### src/rtl/fircd_pkg.sv
// shared constants and types for the circular-delay fir filter
package fircd_pkg;

    localparam int MAX_TAPS_DEF    = 64;
    localparam int SAMPLE_BITS_DEF = 16;
    localparam int COEF_BITS       = 16;
    localparam int FRAC_BITS       = 15;

    localparam int APB_ADDR_W = 3;
    localparam int APB_DATA_W = 32;

    // register index of active_taps
    localparam logic REG_ACTIVE_TAPS = 1'b0;

    // item kinds on the input channel
    localparam logic KIND_SAMPLE = 1'b0;
    localparam logic KIND_COEF   = 1'b1;

    // status from the compute engine
    typedef struct packed {
        logic busy;
        logic load;
    } fircd_stat_t;

endpackage

### src/rtl/fircd_front.sv
// input stage: accepts items, drops bad tap writes, queues work for the engine
module fircd_front #(
    parameter int MAX_TAPS    = fircd_pkg::MAX_TAPS_DEF,
    parameter int SAMPLE_BITS = fircd_pkg::SAMPLE_BITS_DEF,
    localparam int IDX_W      = $clog2(MAX_TAPS)
) (
    input  logic                                 aclk,
    input  logic                                 aresetn,
    input  logic                                 s_valid,
    output logic                                 s_ready,
    input  logic                                 s_kind,
    input  logic signed [SAMPLE_BITS-1:0]        s_sample,
    input  logic        [IDX_W-1:0]              s_tap_index,
    input  logic signed [fircd_pkg::COEF_BITS-1:0] s_tap_value,
    output logic                                 q_valid,
    input  logic                                 q_ready,
    output logic                                 q_is_coef,
    output logic signed [SAMPLE_BITS-1:0]        q_sample,
    output logic        [IDX_W-1:0]              q_tap_index,
    output logic signed [fircd_pkg::COEF_BITS-1:0] q_tap_value
);
    import fircd_pkg::*;

    logic                        coef_reg   [2];
    logic signed [SAMPLE_BITS-1:0] sample_reg [2];
    logic        [IDX_W-1:0]     idx_reg    [2];
    logic signed [COEF_BITS-1:0] value_reg  [2];

    logic       wr_ptr_reg, wr_ptr_next;
    logic       rd_ptr_reg, rd_ptr_next;
    logic [1:0] count_reg, count_next;
    logic       keep;
    logic       push;
    logic       pop;

    assign s_ready = (count_reg != 2'd2);
    // tap writes beyond the built tap count are taken and thrown away
    assign keep = (s_kind == KIND_SAMPLE) ||
                  ({1'b0, s_tap_index} < (IDX_W + 1)'(MAX_TAPS));
    assign push = s_valid && s_ready && keep;
    assign pop  = q_valid && q_ready;

    assign q_valid     = (count_reg != 2'd0);
    assign q_is_coef   = coef_reg[rd_ptr_reg];
    assign q_sample    = sample_reg[rd_ptr_reg];
    assign q_tap_index = idx_reg[rd_ptr_reg];
    assign q_tap_value = value_reg[rd_ptr_reg];

    always_comb begin
        wr_ptr_next = push ? ~wr_ptr_reg : wr_ptr_reg;
        rd_ptr_next = pop ? ~rd_ptr_reg : rd_ptr_reg;
        count_next  = count_reg + {1'b0, push} - {1'b0, pop};
    end

    always_ff @(posedge aclk) begin
        if (!aresetn) begin
            wr_ptr_reg <= 1'b0;
            rd_ptr_reg <= 1'b0;
            count_reg  <= 2'd0;
        end else begin
            wr_ptr_reg <= wr_ptr_next;
            rd_ptr_reg <= rd_ptr_next;
            count_reg  <= count_next;
        end
    end

    always_ff @(posedge aclk) begin
        if (push) begin
            coef_reg[wr_ptr_reg]   <= (s_kind == KIND_COEF);
            sample_reg[wr_ptr_reg] <= s_sample;
            idx_reg[wr_ptr_reg]    <= s_tap_index;
            value_reg[wr_ptr_reg]  <= s_tap_value;
        end
    end

endmodule

### src/rtl/fircd_back.sv
// compute engine: delay line and tap memories, shared multiply-accumulate, output register
module fircd_back #(
    parameter int MAX_TAPS    = fircd_pkg::MAX_TAPS_DEF,
    parameter int SAMPLE_BITS = fircd_pkg::SAMPLE_BITS_DEF,
    localparam int IDX_W      = $clog2(MAX_TAPS),
    localparam int AT_W       = $clog2(MAX_TAPS + 1)
) (
    input  logic                                 aclk,
    input  logic                                 aresetn,
    input  logic [AT_W-1:0]                      active_taps,
    input  logic                                 q_valid,
    output logic                                 q_ready,
    input  logic                                 q_is_coef,
    input  logic signed [SAMPLE_BITS-1:0]        q_sample,
    input  logic        [IDX_W-1:0]              q_tap_index,
    input  logic signed [fircd_pkg::COEF_BITS-1:0] q_tap_value,
    output logic                                 m_valid,
    input  logic                                 m_ready,
    output logic signed [SAMPLE_BITS-1:0]        m_filtered,
    output logic                                 m_clipped,
    output fircd_pkg::fircd_stat_t               stat
);
    import fircd_pkg::*;

    localparam int PROD_W = SAMPLE_BITS + COEF_BITS;
    localparam int ACC_W  = PROD_W + IDX_W + 1;
    localparam int RES_W  = ACC_W - FRAC_BITS;

    typedef enum logic [2:0] {
        ST_IDLE  = 3'b001,
        ST_RUN   = 3'b010,
        ST_DRAIN = 3'b100
    } state_t;

    state_t state_reg, state_next;

    logic signed [SAMPLE_BITS-1:0] hist_mem [MAX_TAPS];
    logic signed [COEF_BITS-1:0]   taps_mem [MAX_TAPS];
    logic [MAX_TAPS-1:0]           hist_vld_reg;
    logic [MAX_TAPS-1:0]           taps_vld_reg;

    logic [IDX_W-1:0] wp_reg, wp_next;
    logic [IDX_W-1:0] rp_reg, rp_next;
    logic [IDX_W-1:0] tj_reg, tj_next;
    logic [AT_W-1:0]  cnt_reg, cnt_next;
    logic [AT_W-1:0]  n_eff;

    logic                          rd_vld_reg;
    logic signed [SAMPLE_BITS-1:0] hist_rd_reg;
    logic signed [COEF_BITS-1:0]   taps_rd_reg;
    logic                          hv_reg;
    logic                          tv_reg;
    logic signed [SAMPLE_BITS-1:0] hist_op;
    logic signed [COEF_BITS-1:0]   taps_op;

    logic                     prod_vld_reg;
    logic signed [PROD_W-1:0] prod_reg;
    logic signed [ACC_W-1:0]  acc_reg, acc_next;

    logic signed [ACC_W-1:0]       rounded;
    logic signed [RES_W-1:0]       res;
    logic                          ovf;
    logic signed [SAMPLE_BITS-1:0] sat_val;

    logic m_valid_reg, m_valid_next;
    logic signed [SAMPLE_BITS-1:0] filtered_reg;
    logic clipped_reg;

    logic start_smp;
    logic start_coef;
    logic issue;
    logic load;

    assign q_ready    = (state_reg == ST_IDLE);
    assign start_smp  = q_valid && q_ready && !q_is_coef;
    assign start_coef = q_valid && q_ready && q_is_coef;
    assign issue      = (state_reg == ST_RUN);
    assign load       = (state_reg == ST_DRAIN) && !rd_vld_reg && !prod_vld_reg &&
                        (!m_valid_reg || m_ready);

    // zero taps acts as one, more than built acts as all
    always_comb begin
        if (active_taps == '0) begin
            n_eff = AT_W'(1);
        end else if (active_taps > AT_W'(MAX_TAPS)) begin
            n_eff = AT_W'(MAX_TAPS);
        end else begin
            n_eff = active_taps;
        end
    end

    always_comb begin
        state_next = state_reg;
        wp_next    = wp_reg;
        rp_next    = rp_reg;
        tj_next    = tj_reg;
        cnt_next   = cnt_reg;
        case (state_reg)
            ST_IDLE: begin
                if (start_smp) begin
                    rp_next    = wp_reg;
                    tj_next    = '0;
                    cnt_next   = n_eff;
                    wp_next    = (wp_reg == IDX_W'(MAX_TAPS - 1)) ? '0 : wp_reg + 1'b1;
                    state_next = ST_RUN;
                end
            end
            ST_RUN: begin
                // walk back through the delay line, forward through the taps
                rp_next  = (rp_reg == '0) ? IDX_W'(MAX_TAPS - 1) : rp_reg - 1'b1;
                tj_next  = tj_reg + 1'b1;
                cnt_next = cnt_reg - 1'b1;
                if (cnt_reg == AT_W'(1)) begin
                    state_next = ST_DRAIN;
                end
            end
            ST_DRAIN: begin
                if (load) begin
                    state_next = ST_IDLE;
                end
            end
            default: begin
                state_next = ST_IDLE;
            end
        endcase
    end

    always_ff @(posedge aclk) begin
        if (!aresetn) begin
            state_reg <= ST_IDLE;
            wp_reg    <= '0;
            rp_reg    <= '0;
            tj_reg    <= '0;
            cnt_reg   <= '0;
        end else begin
            state_reg <= state_next;
            wp_reg    <= wp_next;
            rp_reg    <= rp_next;
            tj_reg    <= tj_next;
            cnt_reg   <= cnt_next;
        end
    end

    // entries never written since reset read as zero
    always_ff @(posedge aclk) begin
        if (!aresetn) begin
            hist_vld_reg <= '0;
            taps_vld_reg <= '0;
        end else begin
            if (start_smp) begin
                hist_vld_reg[wp_reg] <= 1'b1;
            end
            if (start_coef) begin
                taps_vld_reg[q_tap_index] <= 1'b1;
            end
        end
    end

    always_ff @(posedge aclk) begin
        if (start_smp) begin
            hist_mem[wp_reg] <= q_sample;
        end
        if (issue) begin
            hist_rd_reg <= hist_mem[rp_reg];
        end
    end

    always_ff @(posedge aclk) begin
        if (start_coef) begin
            taps_mem[q_tap_index] <= q_tap_value;
        end
        if (issue) begin
            taps_rd_reg <= taps_mem[tj_reg];
        end
    end

    always_ff @(posedge aclk) begin
        if (issue) begin
            hv_reg <= hist_vld_reg[rp_reg];
            tv_reg <= taps_vld_reg[tj_reg];
        end
    end

    assign hist_op = hv_reg ? hist_rd_reg : '0;
    assign taps_op = tv_reg ? taps_rd_reg : '0;

    always_ff @(posedge aclk) begin
        if (!aresetn) begin
            rd_vld_reg   <= 1'b0;
            prod_vld_reg <= 1'b0;
        end else begin
            rd_vld_reg   <= issue;
            prod_vld_reg <= rd_vld_reg;
        end
    end

    always_ff @(posedge aclk) begin
        if (rd_vld_reg) begin
            prod_reg <= PROD_W'(hist_op) * PROD_W'(taps_op);
        end
    end

    always_comb begin
        acc_next = acc_reg;
        if (start_smp) begin
            acc_next = '0;
        end else if (prod_vld_reg) begin
            acc_next = acc_reg + ACC_W'(prod_reg);
        end
    end

    always_ff @(posedge aclk) begin
        acc_reg <= acc_next;
    end

    // round half up from q1.15, then saturate
    assign rounded = acc_reg + (ACC_W'(1) <<< (FRAC_BITS - 1));
    assign res     = RES_W'(rounded >>> FRAC_BITS);
    assign ovf     = (res[RES_W-1:SAMPLE_BITS-1] != '0) &&
                     (res[RES_W-1:SAMPLE_BITS-1] != '1);

    always_comb begin
        if (!ovf) begin
            sat_val = res[SAMPLE_BITS-1:0];
        end else if (res[RES_W-1]) begin
            sat_val = {1'b1, {(SAMPLE_BITS - 1){1'b0}}};
        end else begin
            sat_val = {1'b0, {(SAMPLE_BITS - 1){1'b1}}};
        end
    end

    always_comb begin
        m_valid_next = m_valid_reg;
        if (load) begin
            m_valid_next = 1'b1;
        end else if (m_ready) begin
            m_valid_next = 1'b0;
        end
    end

    always_ff @(posedge aclk) begin
        if (!aresetn) begin
            m_valid_reg <= 1'b0;
        end else begin
            m_valid_reg <= m_valid_next;
        end
    end

    always_ff @(posedge aclk) begin
        if (load) begin
            filtered_reg <= sat_val;
            clipped_reg  <= ovf;
        end
    end

    assign m_valid    = m_valid_reg;
    assign m_filtered = filtered_reg;
    assign m_clipped  = clipped_reg;
    assign stat.busy  = (state_reg != ST_IDLE);
    assign stat.load  = load;

endmodule

### src/rtl/fir_filter_circular_delay.sv
// top level of the direct-form fir filter over a circular delay line
//
// input channel s_*: each transfer carries either an audio sample (s_kind low)
// or one q1.15 coefficient write (s_kind high, s_tap_index, s_tap_value).
// result channel m_*: one transfer per sample with the rounded, saturated
// output and a clip flag; coefficient writes give no result.
// the apb port holds active_taps at byte address 0; the user must write it
// only while idle, which the block itself does not enforce. a two-entry queue
// sits behind the input, so up to two items are taken while the engine works
// on an earlier item or a result waits on m_ready. a sample is filtered by
// the single shared multiply-accumulate stepping through one tap per cycle;
// a coefficient write goes straight into the tap memory.
// if m_ready is low the finished result stays in the output register and
// the engine holds its next sample there until the transfer completes;
// once both queue entries are taken s_ready goes low.
// reset clears the delay line, the taps and the write pointer, and sets
// active_taps to the built tap count; queued items are dropped by reset.
module fir_filter_circular_delay #(
    parameter int MAX_TAPS    = fircd_pkg::MAX_TAPS_DEF,
    parameter int SAMPLE_BITS = fircd_pkg::SAMPLE_BITS_DEF,
    localparam int IDX_W      = $clog2(MAX_TAPS)
) (
    input  logic                                   aclk,
    input  logic                                   aresetn,
    input  logic                                   psel,
    input  logic                                   penable,
    input  logic                                   pwrite,
    input  logic [fircd_pkg::APB_ADDR_W-1:0]       paddr,
    input  logic [fircd_pkg::APB_DATA_W-1:0]       pwdata,
    output logic [fircd_pkg::APB_DATA_W-1:0]       prdata,
    output logic                                   pready,
    input  logic                                   s_valid,
    output logic                                   s_ready,
    input  logic                                   s_kind,
    input  logic signed [SAMPLE_BITS-1:0]          s_sample,
    input  logic        [IDX_W-1:0]                s_tap_index,
    input  logic signed [fircd_pkg::COEF_BITS-1:0] s_tap_value,
    output logic                                   m_valid,
    input  logic                                   m_ready,
    output logic signed [SAMPLE_BITS-1:0]          m_filtered,
    output logic                                   m_clipped
);
    import fircd_pkg::*;

    localparam int AT_W = $clog2(MAX_TAPS + 1);

    logic [AT_W-1:0] active_taps_reg, active_taps_next;
    logic            cfg_wr;
    logic            sel_active;

    logic                          q_valid;
    logic                          q_ready;
    logic                          q_is_coef;
    logic signed [SAMPLE_BITS-1:0] q_sample;
    logic        [IDX_W-1:0]       q_tap_index;
    logic signed [COEF_BITS-1:0]   q_tap_value;
    fircd_stat_t                   stat;

    assign pready     = 1'b1;
    assign sel_active = (paddr[APB_ADDR_W-1:2] == REG_ACTIVE_TAPS);
    assign cfg_wr     = psel && penable && pwrite && pready && sel_active;
    assign prdata     = sel_active ? APB_DATA_W'(active_taps_reg) : '0;

    always_comb begin
        active_taps_next = active_taps_reg;
        if (cfg_wr) begin
            active_taps_next = pwdata[AT_W-1:0];
        end
    end

    always_ff @(posedge aclk) begin
        if (!aresetn) begin
            active_taps_reg <= AT_W'(MAX_TAPS);
        end else begin
            active_taps_reg <= active_taps_next;
        end
    end

    fircd_front #(
        .MAX_TAPS    (MAX_TAPS),
        .SAMPLE_BITS (SAMPLE_BITS)
    ) u_front (
        .aclk        (aclk),
        .aresetn     (aresetn),
        .s_valid     (s_valid),
        .s_ready     (s_ready),
        .s_kind      (s_kind),
        .s_sample    (s_sample),
        .s_tap_index (s_tap_index),
        .s_tap_value (s_tap_value),
        .q_valid     (q_valid),
        .q_ready     (q_ready),
        .q_is_coef   (q_is_coef),
        .q_sample    (q_sample),
        .q_tap_index (q_tap_index),
        .q_tap_value (q_tap_value)
    );

    fircd_back #(
        .MAX_TAPS    (MAX_TAPS),
        .SAMPLE_BITS (SAMPLE_BITS)
    ) u_back (
        .aclk        (aclk),
        .aresetn     (aresetn),
        .active_taps (active_taps_reg),
        .q_valid     (q_valid),
        .q_ready     (q_ready),
        .q_is_coef   (q_is_coef),
        .q_sample    (q_sample),
        .q_tap_index (q_tap_index),
        .q_tap_value (q_tap_value),
        .m_valid     (m_valid),
        .m_ready     (m_ready),
        .m_filtered  (m_filtered),
        .m_clipped   (m_clipped),
        .stat        (stat)
    );

    // a result only appears after the engine has finished a sample
    a_result_from_engine: assert property (@(posedge aclk) disable iff (!aresetn)
        $rose(m_valid) |-> $past(stat.load))
        else $error("result raised without an engine load");

    // an engine load always presents a result next cycle
    a_load_shows_result: assert property (@(posedge aclk) disable iff (!aresetn)
        stat.load |=> m_valid)
        else $error("engine load did not show a result");

    // a queued item waiting on a busy engine is not dropped
    a_queue_holds: assert property (@(posedge aclk) disable iff (!aresetn)
        (q_valid && !q_ready) |=> q_valid)
        else $error("queued item lost while engine busy");

    // the engine leaves idle only by taking an item from the queue
    a_busy_from_queue: assert property (@(posedge aclk) disable iff (!aresetn)
        $rose(stat.busy) |-> $past(q_valid && q_ready))
        else $error("engine started without a queued item");

endmodule
### config.mk
export PLATFORM = sky130hd
export DESIGN_NAME = fir_filter_circular_delay
export DESIGN_NICKNAME = d
export VERILOG_FILES = /design/src/rtl/fircd_pkg.sv /design/src/rtl/fircd_front.sv /design/src/rtl/fircd_back.sv /design/src/rtl/fir_filter_circular_delay.sv
export SDC_FILE = /design/constraint.sdc
export NUM_CORES = 2
export LEC_CHECK = 0
export CAP_MARGIN = 10
export CORE_UTILIZATION = 55
export DETAILED_ROUTE_END_ITERATION = 10
export DONT_BUFFER_PORTS = 1
export GPL_TIMING_DRIVEN = 0
export PLACE_DENSITY = 0.66
export SLEW_MARGIN = 20
export SYNTH_ARGS = -nofsm -noshare
export SYNTH_HDL_FRONTEND = slang
export SYNTH_SLANG_ARGS = --single-unit
### constraint.sdc
create_clock -name aclk -period 7.2 [get_ports aclk]
set_input_delay 0.36 -clock aclk [delete_from_list [all_inputs] [get_ports aclk]]
set_output_delay 0.36 -clock aclk [all_outputs]
set_load 0.005 [all_outputs]
### After elaboration in Yosys (flattened, before gate mapping)

Memory sizes are Yosys's and may differ from the RTL's. A register that Yosys moved wholly into a read port is not among the register bits.
Index checks and enable logic that the tools add are counted.

| operators by class | value |
|---|---|
| bitwise operators | 5 |
| order comparisons | 7 |
| reduce and logical (&&, ||, !) cells | 27 |
| $mul | 1 |
| eq/ne operators | 10 |
| div/mod/pow operators | 0 |
| multiplexer cells | 43 |
| $add $sub $neg | 8 |
| shift operators | 0 |

Operators with widths:

| kind | count |
|---|---|
| bitwise OR 64 bit | 2 |
| two-way mux 16 bit | 4 |
| adder 39 x 16 -> 39 bit (second input constant) | 1 |
| adder 39 x 32 -> 39 bit | 1 |
| multiplier 16 x 16 -> 32 bit | 1 |
| < comparator 6 x 7 -> 1 bit (second input constant) | 4 |
| two-way mux 7 bit | 4 |
| two-way mux 6 bit | 4 |
| one-hot mux 6 bit (2 select lines) | 2 |
| two-way mux 1 bit | 20 |
| one-hot mux 7 bit (2 select lines) | 1 |
| logical AND 1 bit | 13 |
| adder 6 x 1 -> 6 bit (second input constant) | 2 |
| binary-select mux 1 bit (select 6 bit) | 2 |
| demux 1 bit (select 6 bit) | 2 |
| greater-or-equal comparator 6 x 1 -> 1 bit (second input constant) | 2 |
| two-way mux 3 bit | 3 |
| != test 9 bit (second input constant) | 1 |
| one-hot mux 3 bit (3 select lines) | 1 |
| nonzero test 9 bit | 1 |
| == test 7 x 1 -> 1 bit (second input constant) | 1 |
| greater-than comparator 7 bit (second input constant) | 1 |
| logical NOT 7 bit | 1 |
| subtractor 7 x 1 -> 7 bit (second input constant) | 1 |
| other kinds (16) | 26 |

| word-level totals | value |
|---|---|
| bits in latches | 0 |
| memory bits (writable) | 2126 |
| memories kept | 6 |
| word-level logic and storage cells | 127 |
| flip-flop bits (word level) | 260 |
| bits in read-only memories | 0 |
| bits of input ports | 81 |
| output and inout bits | 52 |

Memory list:

| memory | words | bits a word | rd ports | clocked after memory_dff | wr ports | RTL line | RTL |
|---|---|---|---|---|---|---|---|
| u_back.hist_mem | 64 | 16 | 1 | 1 | 1 | fircd_back.sv:37 | `logic signed [SAMPLE_BITS-1:0] hist_mem [MAX_TAPS];` |
| u_back.taps_mem | 64 | 16 | 1 | 1 | 1 | fircd_back.sv:38 | `logic signed [COEF_BITS-1:0] taps_mem [MAX_TAPS];` |
| u_front.sample_reg | 2 | 16 | 1 | 1 | 1 | fircd_front.sv:25 | `logic signed [SAMPLE_BITS-1:0] sample_reg [2];` |
| u_front.value_reg | 2 | 16 | 1 | 1 | 1 | fircd_front.sv:27 | `logic signed [COEF_BITS-1:0] value_reg [2];` |
| u_front.idx_reg | 2 | 6 | 1 | 1 | 1 | fircd_front.sv:26 | `logic [IDX_W-1:0] idx_reg [2];` |
| u_front.coef_reg | 2 | 1 | 1 | 1 | 1 | fircd_front.sv:24 | `logic coef_reg [2];` |

### Longest topological paths before layout

| logic depth | value |
|---|---|
| word-level depth | 6 |
| depth in mapped cells | 27 |
| mapped depth without buffers | 24 |

### Cells and area by module

A second synthesis with hierarchy kept.

| second synthesis, totals | value |
|---|---|
| cell total of the unflattened synthesis | 5633 |
| area, all modules | 104281.3 µm² |

By module, submodules not included:

| module | cells an instance | instances | sequential area each (µm²) | area each (µm²) |
|---|---|---|---|---|
| fircd_back | 5422 | 1 | 67955.2 | 100630.3 |
| fircd_front | 145 | 1 | 2442.3 | 3094.2 |
| fir_filter_circular_delay | 66 | 1 | 140.1 | 556.8 |

### Worst setup path after synthesis

No wires, ideal clock.

| path | value |
|---|---|
| path kind | reg-to-reg |
| from | register u_back.tv_reg |
| to | register u_back.prod_reg[31] (data pin) |
| data required time | 6.940 ns |
| arrival time | 6.172 ns |
| stages on the path, launching flop included | 26 |
| clock period less this slack | 6.432 ns |
| setup time | 0.260 ns |
| setup slack | 0.768 ns |
| path buffers | 2 |
| cell sequence | edfxtp_1 -> clkbuf_1 -> and2_1 -> clkbuf_1 -> nand2_1 -> fa_1 -> inv_1 -> fa_1 -> inv_1 -> fa_1 -> inv_1 -> fa_1 -> fa_1 -> inv_1 -> fa_1 -> inv_1 -> ha_1 -> nand3_1 -> nor2_1 -> a311oi_2 -> o31ai_1 -> o22ai_2 -> o311a_1 -> o21bai_1 -> a21oi_1 -> xnor2_1 |

| between the ends | value |
|---|---|
| cells in the longest elaborated chain, start to end | 2 |

Ends and longest elaborated chain:

| what | RTL line | RTL |
|---|---|---|
| start, declared | fircd_back.sv:52 | `logic tv_reg;` |
| start signal, assigned | fircd_back.sv:180 | `tv_reg <= taps_vld_reg[tj_reg];` |
| two-way mux 16 bit | fircd_back.sv:185 | `assign taps_op = tv_reg ? taps_rd_reg : '0;` |
| multiplier 16 x 16 -> 32 bit | fircd_back.sv:199 | `prod_reg <= PROD_W'(hist_op) * PROD_W'(taps_op);` |
| end signal, assigned | fircd_back.sv:199 |  |
| end, declared | fircd_back.sv:57 | `logic signed [PROD_W-1:0] prod_reg;` |

Every way passes these cells.
A chain may end at the register's enable or synchronous reset.

### Worst setup path after layout

| path | value |
|---|---|
| from | register u_back.hv_reg |
| to | register u_back.prod_reg[30] (data pin) |

| between the ends | value |
|---|---|
| cells in the longest elaborated chain, start to end | 2 |

Ends and longest elaborated chain:

| what | RTL line | RTL |
|---|---|---|
| start, declared | fircd_back.sv:51 | `logic hv_reg;` |
| start signal, assigned | fircd_back.sv:179 | `hv_reg <= hist_vld_reg[rp_reg];` |
| two-way mux 16 bit | fircd_back.sv:184 | `assign hist_op = hv_reg ? hist_rd_reg : '0;` |
| multiplier 16 x 16 -> 32 bit | fircd_back.sv:199 |  |

Every way passes these cells.

==> summary.md <==
| Metric | Value |
|---|---|
| Seq pwr share | between 40% and 50% |
| Lkg Pwr | about 39 nW |
| Register area share after synthesis | 67.7% |
| Final Setup Violations | 0 |
| Clock Skew | between 0.08 and 0.09 ns |
| Largest net degree at the start of global routing | 65 |
| CTS tree | done |
| CP startpoint kind | flip-flop |
| Vias/cell | about 6.2 |
| Count leader, synth | edfxtp_1 |
| Pint | between 20 and 30 mW |
| Layout Utilization | a little over three fifths |
| Clock share of power | about 34% |
| Vias in the first global route | around 55000 |
| Post-synth top flop | edfxtp_1 |
| Port buffer count | 0 |
| Crit Path Max Fanout | 10 |
| Die ar. | 191000 µm² |
| Core region area | approximately 190000 µm² |
| DP Area | around 110000 µm² |
| FF+latch count, synth | around 2400 |
| Net Sw Power | 9.73 mW |
| Chip height | 437 µm |
| Power Dens Cells | just over 300 nW/µm² |
| Ys Warns | 0 |
| Failing checks | design-rule violations |
| DR iter-0 viols | 6744 |
| Post-synth top cells | edfxtp_1 (2209), nor2_1 (671), mux4_2 (669) |
| Mapped Area | 104000 µm² |
| Clock sink count | ~2400 |
| Measured slew at the worst slew-check pin | between 1 and 1.5 ns |
| Design Area, Final | between 100000 and 150000 µm² |
| Hold Path Class | in -> reg |
| IO Pins | around 130 |
| Comb pwr share | roughly a fifth |
| DR vias | 54800 |
| Crit share post-route | 96.5% |
| Distinct cell type count of the synthesized netlist | 86 |
| Starting Density | roughly 55% |
| RSZ-0062 raised after global routing | false |
| CP Capture Type | flip-flop |
| Die width | around 440 µm |
| Multi-input gate area | between 30000 and 40000 µm² |
| WP data required | around 7.8 ns |
| Wirelength per Cell | just under 30 µm |
| Syn avg cell area | around 18 µm² |
| Cells after Synth | ~5800 |
| RePlAce Congestion | 0.931 |
| Fill cells | about 13000 |
| Hpwl dp | between 150000 and 200000 µm |
| Final ANT Viol Nets | 0 |
| Drt drc | 15 |
| Final Max Tran Viols | 0 |
| Critical setup path kind | reg -> reg |
| Synth area leader | edfxtp_1 |
| Storage cell area | around 71000 µm² |
| Core Rows | between 150 and 200 |
| First-pass GRT wire length | around 380000 µm |
| Arrival @ worst endpoint | 7.52 ns |
| FMAX | roughly 0.14 GHz |
| Final WL | between 200000 and 300000 µm |
| Switching Fraction | about 27% |
| Synth top area cells | edfxtp_1 (64%), mux4_2 (14%), fa_1 (5.1%) |
| Grt ovf | 0 |
| Max-slew headroom | between 20% and 30% |
| Area delta synth->final | 12.9% |
| Biggest regs | u_back.hist_mem x1024, u_back.taps_mem x1024 |
| CTS max path bufs | 3 |
| Crit path time final | 6.95 ns |
| Clock root buffer | clkbuf_16 |
| Maximum vdd ir drop | 0.413 mV |
| # nets final | ~6600 |
| Num CTS Buffers | between 200 and 250 |
| Post-synth EDFFs | roughly 2200 |
| Initial antenna violation count | 17 |
| Setup TNS | 0 ns |
| Top-area cell type share of the netlist area | between 60% and 70% |
| Final hold vios | 0 |
| GRT Total Usage | approximately 28% |
| Clock transition at path regs | 0.06 ns |
| H-tree depth | 4 |
| Asr flop ratio synth | 0% |
| Max Cap Viol | 0 |
| Router iterations before antenna repair | 9 |
| Share of layout cells above drive strength 1 | about 23% |
| Status | finished, violations left |
| Clock latency at the later pin of the worst-skew pair | roughly 0.89 ns |
==> worst max-delay path, cell delays in order (launching register included) <==
cell and delay, ns:
edfxtp_1 0.47, clkbuf_2 0.21, clkbuf_4 0.24, nand2_2 0.26
nor2_1 0.11, fa_1 0.48, inv_1 0.06, fa_1 0.53
inv_1 0.05, fa_1 0.44, fa_1 0.47, fa_1 0.52
inv_1 0.05, fa_1 0.47, inv_1 0.04, ha_1 0.26
clkbuf_1 0.19, a21o_1 0.21, a21o_1 0.19, nor3_1 0.19
o221ai_1 0.18, a21oi_2 0.28, o211ai_1 0.18, and3_1 0.21
o21ai_0 0.16, nand2b_1 0.08, xor2_1 0.14
==> power by group through the flow <==
stage / combinational (mW) / clock [mW] / sequential, mW
floorplan: 4.13 / 0 / 17.0
global placement: 6.25 / 0 / 17.1
detailed placement: 6.57 / 0 / 17.1
CTS: 6.62 / 12.2 / 16.8
global route: 7.14 / 12.7 / 16.8
finish: 6.65 / 12.1 / 16.8
==> area by class of cell <==
type | instances | area share (%)
plain buffers | 283 | 1.09
diodes | 9 | 0.0191
flip-flops and latches | 2419 | 60.0
inverters | 335 | 1.07
clock inverters | 122 | 1.02
well taps | 2495 | 2.65
repair buffers | 138 | 1.51
clock buffers | 313 | 5.43
multi-input cells | 2762 | 27.2
==> what timing repair did <==
action                     in CTS  in global routing
resized for setup              20                 49
hold buffers                   49                  0
setup endpoints to repair       6                  5
buffers inserted                0                  0
hold endpoints to repair      113                  0
==> layer usage <==
layer	vias to the layer above	track usage, %	routed length, µm
li1	23000	-	-
met1	28800	40.0	106000
met2	2563	42.7	122000
met3	437	5.46	24000
met4	6	8.14	8100
met5	-	0	45
==> logic make-up after synthesis <==
kind of cell	after synthesis	share of synthesized area [%]
AND/OR/NAND/NOR	1094	4.44
AO/OA/AOI/OAI	361	2.30
other	2	0.00721
adder cells (fa/ha/maj)	392	6.60
flip-flops	2419	67.7
buffers and inverters	632	2.44
multiplexers	799	15.8
XOR/XNOR	90	0.756
==> metrics by stage <==
step	instances	setup slack [ns]	total power, mW	hold slack, ns
2_1_floorplan	5813	0.768	21.2	0.422
3_3_place_gp	8308	-0.336	23.4	0.438
3_5_place_dp	8396	-0.423	23.7	0.442
4_1_cts	8873	0.0225	35.6	0.0114
5_1_grt	8868	0.0110	36.7	0.0844
6_report	8876	0.253	35.5	0.0602
==> final timing paths <==
| path | startpoint | to | slack [ns] | cells after the start |
|---|---|---|---|---|
| max reg2reg | u_back.hv_reg$_DFFE_PP_ | u_back.prod_reg[30]$_DFFE_PP_ | 0.25 | 26 |
| max | u_back.hv_reg$_DFFE_PP_ | u_back.prod_reg[30]$_DFFE_PP_ | 0.25 | 26 |
| min reg2reg | u_back.hist_vld_reg[11]$_SDFFE_PN0P_ | u_back.hist_vld_reg[11]$_SDFFE_PN0P_ | 0.47 | 2 |
| min | aresetn | u_back.wp_reg[1]$_SDFFE_PN0P_ | 0.06 | 3 |
==> cells in the final DEF, fill, tap and decap left out, types with 77 or more instances in the layout <==
cell,n
nor2_2,77
fa_1,263
o21ai_0,83
a21oi_1,96
inv_1,335
clkbuf_16,238
clkbuf_1,207
dfxtp_1,209
edfxtp_1,2209
ha_1,129
mux2i_1,78
nand2_1,201
nor2_1,542
mux4_2,669
Power figures use the tool's default switching activity.
